<file path="src/stok_pkg.sv">
// Types, codes and the character classifier shared by the tokenizer modules.
package stok_pkg;

  typedef enum logic [2:0] {
    MODE_IDLE,
    MODE_WORD,
    MODE_INT,
    MODE_SYM,
    MODE_STR_DQ,
    MODE_STR_SQ,
    MODE_ESC_DQ,
    MODE_ESC_SQ
  } mode_t;

  typedef enum logic [2:0] {
    CLS_OTHER,
    CLS_LETTER,
    CLS_DIGIT,
    CLS_SYMBOL,
    CLS_EQUALS,
    CLS_DQUOTE,
    CLS_SQUOTE,
    CLS_BSLASH
  } cls_t;

  localparam logic [1:0] KIND_WORD = 2'd0;
  localparam logic [1:0] KIND_INT  = 2'd1;
  localparam logic [1:0] KIND_STR  = 2'd2;
  localparam logic [1:0] KIND_SYM  = 2'd3;

  localparam logic [7:0] CH_DQUOTE = 8'h22;
  localparam logic [7:0] CH_SQUOTE = 8'h27;
  localparam logic [7:0] CH_BSLASH = 8'h5c;
  localparam logic [7:0] CH_EQUALS = 8'h3d;
  localparam logic [7:0] CH_NONE   = 8'h00;

  typedef struct packed {
    logic [7:0] ch;
    logic       text_start;
  } text_word_t;

  typedef struct packed {
    logic [7:0] ch;
    logic       text_start;
    cls_t       cls;
  } class_word_t;

  typedef struct packed {
    logic [1:0] kind;
    logic [7:0] tok_char;
    logic       char_valid;
    logic       starts_token;
  } token_word_t;

  function automatic cls_t classify(input logic [7:0] c);
    cls_t r;
    r = CLS_OTHER;
    if ((c >= 8'h61 && c <= 8'h7a) || (c >= 8'h41 && c <= 8'h5a) || c == 8'h5f) begin
      r = CLS_LETTER;
    end else if (c >= 8'h30 && c <= 8'h39) begin
      r = CLS_DIGIT;
    end else begin
      case (c)
        CH_EQUALS: r = CLS_EQUALS;
        CH_DQUOTE: r = CLS_DQUOTE;
        CH_SQUOTE: r = CLS_SQUOTE;
        CH_BSLASH: r = CLS_BSLASH;
        8'h3b, 8'h2c, 8'h2e, 8'h25, 8'h7b, 8'h7d, 8'h28, 8'h29,
        8'h2b, 8'h2d, 8'h2a, 8'h2f, 8'h3e, 8'h3c: r = CLS_SYMBOL;
        default: r = CLS_OTHER;
      endcase
    end
    return r;
  endfunction

endpackage

</file>
<file path="src/stok_if.sv">
// Valid/ready channel carrying one word of a given payload type.
interface stok_if #(parameter type T = logic);
  logic valid;
  logic ready;
  T     data;

  modport source (output valid, output data, input ready);
  modport sink   (input valid, input data, output ready);
endinterface

</file>
<file path="src/stok_front.sv">
// Front stage: accept text bytes, classify them and register the result.
module stok_front (
  input logic   clk,
  input logic   rst,
  stok_if.sink   text,
  stok_if.source cls_out
);
  import stok_pkg::*;

  logic        stage_valid;
  class_word_t stage;

  assign text.ready    = !stage_valid || cls_out.ready;
  assign cls_out.valid = stage_valid;
  assign cls_out.data  = stage;

  always_ff @(posedge clk) begin
    if (rst) begin
      stage_valid <= 1'b0;
    end else if (text.ready) begin
      stage_valid <= text.valid;
    end
  end

  always_ff @(posedge clk) begin
    if (text.valid && text.ready) begin
      stage.ch         <= text.data.ch;
      stage.text_start <= text.data.text_start;
      stage.cls        <= classify(text.data.ch);
    end
  end

endmodule

</file>
<file path="src/stok_queue.sv">
// Short flop-based queue between the classifier and the scanner.
module stok_queue #(
  parameter int DEPTH = 4
) (
  input logic   clk,
  input logic   rst,
  stok_if.sink   wr,
  stok_if.source rd
);
  import stok_pkg::*;

  localparam int PTR_W = (DEPTH > 1) ? $clog2(DEPTH) : 1;
  localparam int CNT_W = $clog2(DEPTH + 1);

  class_word_t      mem [DEPTH];
  logic [PTR_W-1:0] wr_ptr;
  logic [PTR_W-1:0] rd_ptr;
  logic [CNT_W-1:0] count;
  logic             push;
  logic             pop;

  assign wr.ready = (count != CNT_W'(DEPTH));
  assign rd.valid = (count != '0);
  assign rd.data  = mem[rd_ptr];
  assign push     = wr.valid && wr.ready;
  assign pop      = rd.valid && rd.ready;

  always_ff @(posedge clk) begin
    if (rst) begin
      wr_ptr <= '0;
      rd_ptr <= '0;
      count  <= '0;
    end else begin
      if (push) begin
        wr_ptr <= (wr_ptr == PTR_W'(DEPTH - 1)) ? '0 : wr_ptr + 1'b1;
      end
      if (pop) begin
        rd_ptr <= (rd_ptr == PTR_W'(DEPTH - 1)) ? '0 : rd_ptr + 1'b1;
      end
      if (push && !pop) begin
        count <= count + 1'b1;
      end else if (pop && !push) begin
        count <= count - 1'b1;
      end
    end
  end

  always_ff @(posedge clk) begin
    if (push) begin
      mem[wr_ptr] <= wr.data;
    end
  end

endmodule

</file>
<file path="src/stok_back.sv">
// Back stage: run the scanning mode and register at most one token word per byte.
module stok_back (
  input logic   clk,
  input logic   rst,
  stok_if.sink   cls_in,
  stok_if.source token
);
  import stok_pkg::*;

  mode_t       mode;
  mode_t       mode_next;
  mode_t       eff;
  mode_t       idle_next;
  cls_t        cls;
  logic [7:0]  ch;
  logic        pop;
  logic        emit;
  logic        idle_emit;
  token_word_t res;
  token_word_t idle_res;
  logic        out_valid;
  token_word_t out_word;

  assign cls = cls_in.data.cls;
  assign ch  = cls_in.data.ch;
  assign eff = cls_in.data.text_start ? MODE_IDLE : mode;

  assign cls_in.ready = !out_valid || token.ready;
  assign pop          = cls_in.valid && cls_in.ready;
  assign token.valid  = out_valid;
  assign token.data   = out_word;

  always_comb begin
    unique case (cls)
      CLS_DQUOTE:             idle_next = MODE_STR_DQ;
      CLS_SQUOTE:             idle_next = MODE_STR_SQ;
      CLS_SYMBOL, CLS_EQUALS: idle_next = MODE_SYM;
      CLS_LETTER:             idle_next = MODE_WORD;
      CLS_DIGIT:              idle_next = MODE_INT;
      CLS_OTHER, CLS_BSLASH:  idle_next = MODE_IDLE;
    endcase
  end

  always_comb begin
    unique case (eff)
      MODE_IDLE:   mode_next = idle_next;
      MODE_WORD:   mode_next = (cls == CLS_LETTER || cls == CLS_DIGIT) ? MODE_WORD : idle_next;
      MODE_INT:    mode_next = (cls == CLS_DIGIT) ? MODE_INT : idle_next;
      MODE_SYM:    mode_next = (cls == CLS_EQUALS) ? MODE_IDLE : idle_next;
      MODE_STR_DQ: mode_next = (cls == CLS_DQUOTE) ? MODE_IDLE :
                               (cls == CLS_BSLASH) ? MODE_ESC_DQ : MODE_STR_DQ;
      MODE_STR_SQ: mode_next = (cls == CLS_SQUOTE) ? MODE_IDLE :
                               (cls == CLS_BSLASH) ? MODE_ESC_SQ : MODE_STR_SQ;
      MODE_ESC_DQ: mode_next = MODE_STR_DQ;
      MODE_ESC_SQ: mode_next = MODE_STR_SQ;
    endcase
  end

  always_comb begin
    idle_res.tok_char     = ch;
    idle_res.char_valid   = 1'b1;
    idle_res.starts_token = 1'b1;
    idle_emit             = 1'b1;
    unique case (cls)
      CLS_DQUOTE, CLS_SQUOTE: begin
        idle_res.kind       = KIND_STR;
        idle_res.tok_char   = CH_NONE;
        idle_res.char_valid = 1'b0;
      end
      CLS_SYMBOL, CLS_EQUALS: idle_res.kind = KIND_SYM;
      CLS_LETTER:             idle_res.kind = KIND_WORD;
      CLS_DIGIT:              idle_res.kind = KIND_INT;
      CLS_OTHER, CLS_BSLASH: begin
        idle_res.kind = KIND_WORD;
        idle_emit     = 1'b0;
      end
    endcase
  end

  always_comb begin
    res.tok_char     = ch;
    res.char_valid   = 1'b1;
    res.starts_token = 1'b0;
    res.kind         = KIND_STR;
    emit             = 1'b1;
    unique case (eff)
      MODE_IDLE: begin
        res  = idle_res;
        emit = idle_emit;
      end
      MODE_WORD: begin
        if (cls == CLS_LETTER || cls == CLS_DIGIT) begin
          res.kind = KIND_WORD;
        end else begin
          res  = idle_res;
          emit = idle_emit;
        end
      end
      MODE_INT: begin
        if (cls == CLS_DIGIT) begin
          res.kind = KIND_INT;
        end else begin
          res  = idle_res;
          emit = idle_emit;
        end
      end
      MODE_SYM: begin
        if (cls == CLS_EQUALS) begin
          res.kind = KIND_SYM;
        end else begin
          res  = idle_res;
          emit = idle_emit;
        end
      end
      MODE_STR_DQ:              emit = (cls != CLS_DQUOTE);
      MODE_STR_SQ:              emit = (cls != CLS_SQUOTE);
      MODE_ESC_DQ, MODE_ESC_SQ: emit = 1'b1;
    endcase
  end

  always_ff @(posedge clk) begin
    if (rst) begin
      mode      <= MODE_IDLE;
      out_valid <= 1'b0;
    end else if (pop) begin
      mode      <= mode_next;
      out_valid <= emit;
    end else if (token.ready) begin
      out_valid <= 1'b0;
    end
  end

  always_ff @(posedge clk) begin
    if (pop && emit) begin
      out_word <= res;
    end
  end

endmodule

</file>
<file path="src/source_tokenizer_unit.sv">
// Source tokenizer top level: classifier, queue and scanner.
// Takes one text byte per cycle on text while nothing stalls and labels it with the token
// it belongs to on token, at most one word out per byte in. A byte is classified and
// registered in the front stage, waits in a QUEUE_DEPTH-entry queue and is scanned by the
// back stage, whose mode register advances once per byte and sets the rate of one byte
// per cycle; a result passes the front, queue and back registers. Skipped bytes
// and closing quotes give no word. text_start set on a byte drops any open token first.
module source_tokenizer_unit #(
  parameter int QUEUE_DEPTH = 4
) (
  input logic   clk,
  input logic   rst,
  stok_if.sink   text,
  stok_if.source token
);
  import stok_pkg::*;

  stok_if #(.T(class_word_t)) front_q ();
  stok_if #(.T(class_word_t)) q_back ();

  stok_front u_front (
    .clk     (clk),
    .rst     (rst),
    .text    (text),
    .cls_out (front_q.source)
  );

  stok_queue #(.DEPTH(QUEUE_DEPTH)) u_queue (
    .clk (clk),
    .rst (rst),
    .wr  (front_q.sink),
    .rd  (q_back.source)
  );

  stok_back u_back (
    .clk    (clk),
    .rst    (rst),
    .cls_in (q_back.sink),
    .token  (token)
  );

endmodule

</file>
<file path="src/flat_wrapper.sv">
// flat-port wrapper written by rule: the top's interface ports become plain ports
module source_tokenizer_unit_flat import stok_pkg::*;
#(
  parameter int QUEUE_DEPTH = 4
)
  (clk, rst, text_valid, text_data, text_ready, token_valid, token_data, token_ready);
  stok_if #(.T(text_word_t)) text_i ();
  stok_if #(.T(token_word_t)) token_i ();
  input logic clk;
  input logic rst;
  input wire logic [$bits(text_i.valid)-1:0] text_valid;
  input wire logic [$bits(text_i.data)-1:0] text_data;
  output wire logic [$bits(text_i.ready)-1:0] text_ready;
  output wire logic [$bits(token_i.valid)-1:0] token_valid;
  output wire logic [$bits(token_i.data)-1:0] token_data;
  input wire logic [$bits(token_i.ready)-1:0] token_ready;
  assign text_i.valid = text_valid;
  assign text_i.data = text_data;
  assign text_ready = text_i.ready;
  assign token_valid = token_i.valid;
  assign token_data = token_i.data;
  assign token_i.ready = token_ready;
  source_tokenizer_unit #(.QUEUE_DEPTH(QUEUE_DEPTH)) u_core (.clk(clk), .rst(rst), .text(text_i), .token(token_i));
endmodule
</file>
<file path="config.mk">
export PLATFORM = sky130hd
export DESIGN_NAME = source_tokenizer_unit_flat
export DESIGN_NICKNAME = d
export VERILOG_FILES = /design/src/stok_pkg.sv /design/src/stok_if.sv /design/src/stok_front.sv /design/src/stok_queue.sv /design/src/stok_back.sv /design/src/source_tokenizer_unit.sv /design/src/flat_wrapper.sv
export SDC_FILE = /design/constraint.sdc
export NUM_CORES = 1
export LEC_CHECK = 0
export BUFFER_PORTS_ARGS = -buffer_cell sky130_fd_sc_hd__buf_2
export CAP_MARGIN = 20
export CORE_ASPECT_RATIO = 0.8
export CORE_UTILIZATION = 30
export CTS_CLUSTER_SIZE = 25
export DETAILED_ROUTE_END_ITERATION = 7
export SKIP_LAST_GASP = 1
export SLEW_MARGIN = 30
export SYNTH_ARGS = -nofsm -noshare
export SYNTH_HDL_FRONTEND = slang
export SYNTH_SLANG_ARGS = --single-unit
export TNS_END_PERCENT = 1
</file>
<file path="constraint.sdc">
create_clock -name clk -period 4.7 [get_ports clk]
set_input_delay 0.47 -clock clk [delete_from_list [all_inputs] [get_ports clk]]
set_output_delay 0.47 -clock clk [all_outputs]
set_load 0.1 [all_outputs]
</file>
# Word-level counts from Yosys, hierarchy flattened
# Memory sizes are Yosys's and may differ from the RTL's. A register that Yosys moved wholly into a read port is not among the register bits.
# Cells that the tools add are included.
[op_classes] add_sub_neg=4 order_cmp=6 eq_ne=38 n_mux=35 n_reduce_logical=30
[ops] operator="$eq 8x6->1 const B" count=15
[ops] operator="$pmux 12 s4" count=1
[ops] operator="$eq 8x7->1 const B" count=4
[ops] operator="$mux 10" count=3
[ops] operator="$eq 3x3->1 const B" count=8
[ops] operator="$mux 3" count=8
[ops] operator="$pmux 3 s8" count=1
[ops] operator="$mux 2" count=10
[ops] operator="$ge 8x7->1 const B" count=2
[ops] operator="$le 8x7->1 const B" count=2
[ops] operator="$pmux 3 s5" count=1
[ops] operator="$reduce_or 14->1" count=1
[ops] operator="$eq 3x2->1 const B" count=4
[ops] operator="$reduce_or 2->1" count=5
[ops] operator="$logic_and 1x1->1" count=9
[ops] operator="$mux 9" count=1
[ops] operator="$ne 3x3->1 const B" count=3
[ops] operator="$ge 8x6->1 const B" count=1
[ops] operator="$le 8x6->1 const B" count=1
[ops] operator="$mux 1" count=8
[ops] operator="$pmux 2 s4" count=1
[ops] operator="$pmux 1 s7" count=1
[ops] operator="$eq 3x1->1 const B" count=2
[ops] operator="$logic_not 3->1" count=2
[ops] operator="other kinds (9)" count=19
[totals] ff_bits=36 mem_bits_rw=48 rom_bits=24 inputBits=13 out_inout_bits=14 word_cells=129 n_memories=2
[memory_table] memory="u_core.u_queue.mem" words=4 word_bits=12 read_ports=1 rd_clocked_by_memory_dff=1 write_ports=1 line_no="stok_queue.sv:15" text="class_word_t mem [DEPTH];"
[memory_table] memory="(no name shown)" words=8 word_bits=3 read_ports=1 rd_clocked_by_memory_dff=0 write_ports=0 line_no="stok_back.sv:34" text="unique case (cls)"

# Depth between registers and ports, before layout
[logic_depth] depth_word=6 depth_mapped=9 depth_no_buf=9

# Hierarchy
# From an unflattened synthesis, not the netlist that was laid out.
[unflattened] cells_unflattened=288 hier_area_um2=3951.3
[by_module_without_submodules] mod="stok_queue" instances=1 cells_per_inst=110 area_each_um2=2207.1
[by_module_without_submodules] mod="stok_back" instances=1 cells_per_inst=122 area_each_um2=1082.3
[by_module_without_submodules] mod="stok_front" instances=1 cells_per_inst=56 area_each_um2=661.9

# Worst setup path after synthesis
# OpenSTA, ideal clock, no wires.
[synth_path] path_kind="flip-flop to flip-flop" start="register with a tool-made name" end="register u_core.u_back.out_word, in the netlist u_core.u_back.token.data[0], enable pin" setup_time_ns=0.396 arrival_ns=2.934 slack_ns=1.370 path_stages_with_launch=10 path_buffers=1 path_cell_list="dfxtp_1 > buf_6 > mux4_2 > inv_1 > ha_1 > nand2_1 > nor3_2 > o22ai_1 > a31o_2 > nor3_1"
[synth_lines] item="to (signal assigned)" line_no="stok_back.sv:135" text="out_word <= res;"
[synth_lines] item="to (decl)" line_no="stok_back.sv:22" text="token_word_t out_word;"

==> metrics.md <==
| Metric | Value |
|---|---|
| Status | finished clean |
| Peak Freq | 329 MHz |
| Worst Hold Path EP | u_core.u_front.cls_out.data[3] |
| CTS Sinks | 86 |
| Antenna cells | 0 |
| Syn Nets | 312 |
| Die height | 104 um |
| Clock Latency Late Sink | 0.33 ns |
| Tcrit/Tclk final | 0.647 |
| Min Tclk post-route | 3.04 ns |
| Register area share after synthesis | 0.624 |
| Most frequent cells in the layout | 72 x edfxtp_1, 26 x buf_2, 20 x nor2_1 |
| Slew Limit Fails | 0 |
| Bufs on Longest Clock Path | 2 |
| # H-tree levels | 3 |
| Leak | 1.52 nW |
| Startpoint types | flop |
| Post-DP HPWL | 5.01 mm |
| Worst endpoint required time | 4.73 ns |
| Headroom to the max-slew limit | 0.550 |
| Final setup viols | 0 |
| GR Util All Layers | 0.116 |
| Initial Utilization | 0.315 |
| Initial antenna violation count | 0 |
| Ys flop type | edfxtp_1 |
| Fill cell count | 1230 |
| Post-DR vias/cell | 4.92 |
| Synth cell types | 53 |
| Post-CTS sizing | 0 |
| CTS root buf | clkbuf_16 |
| Port Buffers | 26 |
| Ys Warns | 0 |
| CTS tree | yes |
| Average size of a mapped cell | 13.6 um^2 |
| Largest net degree at the start of global routing | 16 |
| Number of global-route vias before repair | 2248 |
| Setup_tns | 0 ns |
| Synth async-reset ratio | 0 |
| Wirelength, routed | 7.28 mm |
| Gpl congestion | 0.908 |
| Fin. Hold Viols | 0 |
| Post-CTS setup buffer count | 0 |
| Worst-Margin Slew | 0.674 ns |
| Max Cap Viol | 0 |
| Drt pass-1 iters | 5 |
| Layout cells sized above 1 | 0.178 |
| Die Width | 130 um |
| Critical hold path startpoint | text_data[0] |
| Commonest non-fill, non-tap cell in the layout | edfxtp_1 |
| CORE AREA | 12400 um^2 |
| Top-Level Pins | 27 |
| DR iter-0 viols | 186 |
| CP Class | reg2reg |
| DRC | 0 |
| FF-to-FF path depth | 10 |
| Final ANT Viol Nets | 0 |
| Nets | 339 |
| Setup Skew | 0.00687 ns |
| Crit. End Element | flop |
| Hold Path Class | in2reg |
| Flops & latches, synth | 86 |
| Post-synth EDFFs | 72 |
| Reg clk slew, reported paths | 0.06 ns |
| Max VDD drop | 0.363 mV |
| Hold Path Depth | 1 |
| Via count | 2416 |
| Overflow after GRT | 0 |
| Cell Pwr Density | 643 nW/um^2 |
| Area Overhead vs Synth | 15.1% |
| Syn Inst Count | 288 |
| CTS hold repair buffers | 0 |
| RSZ-0062 raised after global routing | false |
| Post-DR wirelength/cell | 14.8 um |
| Die area | 13500 um^2 |
| Hold slack | 0.309 ns |
| Terminus of the critical flop-to-flop path | u_core.u_back.token.data[4] |
| R2R Setup Slk | 1.66 ns |
| # rows | 36 |
| Cell Area, Synth | 3920 um^2 |
| CTS buffer count | 9 |
| Crit path max fanout | 12 |
| Crit path arrival time | 3.07 ns |
| Global-route wire length before repair | 11.6 mm |
## worst max-delay path by stage
| stage | end | slack [ns] | cells after the start |
|---|---|---|---|
| finish | u_core.u_back.token.data[4] | 1.66 | 10 |
| global route | u_core.u_back.token.data[4] | 1.36 | 10 |
| CTS | u_core.u_back.token.data[4] | 1.64 | 10 |
| detailed placement | u_core.u_back.token.data[8] | 1.65 | 10 |
| global placement | u_core.u_back.token.data[5] | 1.78 | 10 |
| floorplan | u_core.u_back.token.data[0] | 1.37 | 9 |
## critical path: stages, from the launching register on
cell	delay, ns
dfxtp_1	0.35
buf_4	0.26
mux4_1	0.69
inv_1	0.13
ha_1	0.28
nand2_1	0.10
nor3_2	0.16
o22ai_1	0.11
a31o_2	0.27
nor3_1	0.15
buf_4	0.23
## registers in the layout (all words and copies together) (netlist names), named ones only
name / flops
u_core.u_queue.mem: 48
u_core.u_back.token.data: 12
u_core.u_front.cls_out.data: 12
u_core.u_back.mode: 3
u_core.u_queue.count: 3
u_core.u_queue.rd_ptr: 2
u_core.u_queue.wr_ptr: 2
u_core.u_back.token.valid: 1
u_core.u_front.cls_out.valid: 1
## layout make-up
cell class              instances  area (um^2)  share of cell area
clock buffers                  12          236              0.0524
clock inverters                 4         48.8              0.0108
inverters                      14         52.6              0.0117
multi-input cells             175         1360               0.302
flip-flops and latches         86         2440               0.542
well taps                     171          214              0.0474
repair buffers                 29          153              0.0339
## synth_stat cells, drive strengths merged (3+ instances only)
master  instances  share of area
edfxtp         72           0.55
nor2           20          0.019
a21oi          15          0.019
dfxtp          14          0.072
inv            14          0.013
mux4           13          0.077
nand2          13          0.012
nor3           12          0.017
ha             10          0.032
nand2b         10          0.016
o21ai          10          0.013
nor2b           9          0.014
clkbuf          8         0.0077
buf             5         0.0073
a31oi           4         0.0064
and2            4         0.0064
mux2i           4          0.010
nand3b          4         0.0077
o22ai           4         0.0064
or3             4         0.0064
xnor2           4         0.0089
a211oi          3         0.0070
nand3           3         0.0038
o31ai           3         0.0058
xor2            3         0.0067
## power by group
part           internal [mW]  leakage (nW)  switching, mW
Sequential             0.994         0.783         0.0841
Combinational          0.314         0.603          0.829
Clock                  0.410         0.130          0.267
Total                   1.72          1.52           1.18
## metrics by stage
step	area, um^2	total power [mW]	util	worst slack, ns	std cells
2_1_floorplan	3920	2.02	-	1.37	288
3_3_place_gp	4220	2.23	0.340	1.78	475
3_5_place_dp	4220	2.24	0.340	1.65	475
4_1_cts	4510	2.92	0.363	1.64	491
5_1_grt	4510	3.05	0.363	1.36	491
6_report	4510	2.90	0.363	1.66	491
## cells by family after synthesis
family	share of synthesized area
AND/OR/NAND/NOR	0.120
AO/OA/AOI/OAI	0.0882
buffers and inverters	0.0284
flip-flops	0.624
XOR/XNOR	0.0157
adder cells (fa/ha/maj)	0.0371
multiplexers	0.0869
## per-layer routing
metal	vias up	part of all wire	global-route usage
li1	1152	-	-
met1	1166	0.50	0.162
met2	94	0.43	0.165
met3	4	0.061	0.0350
met4	0	0.011	0.0482
met5	-	0	0
(Power assumes the default switching activity.)
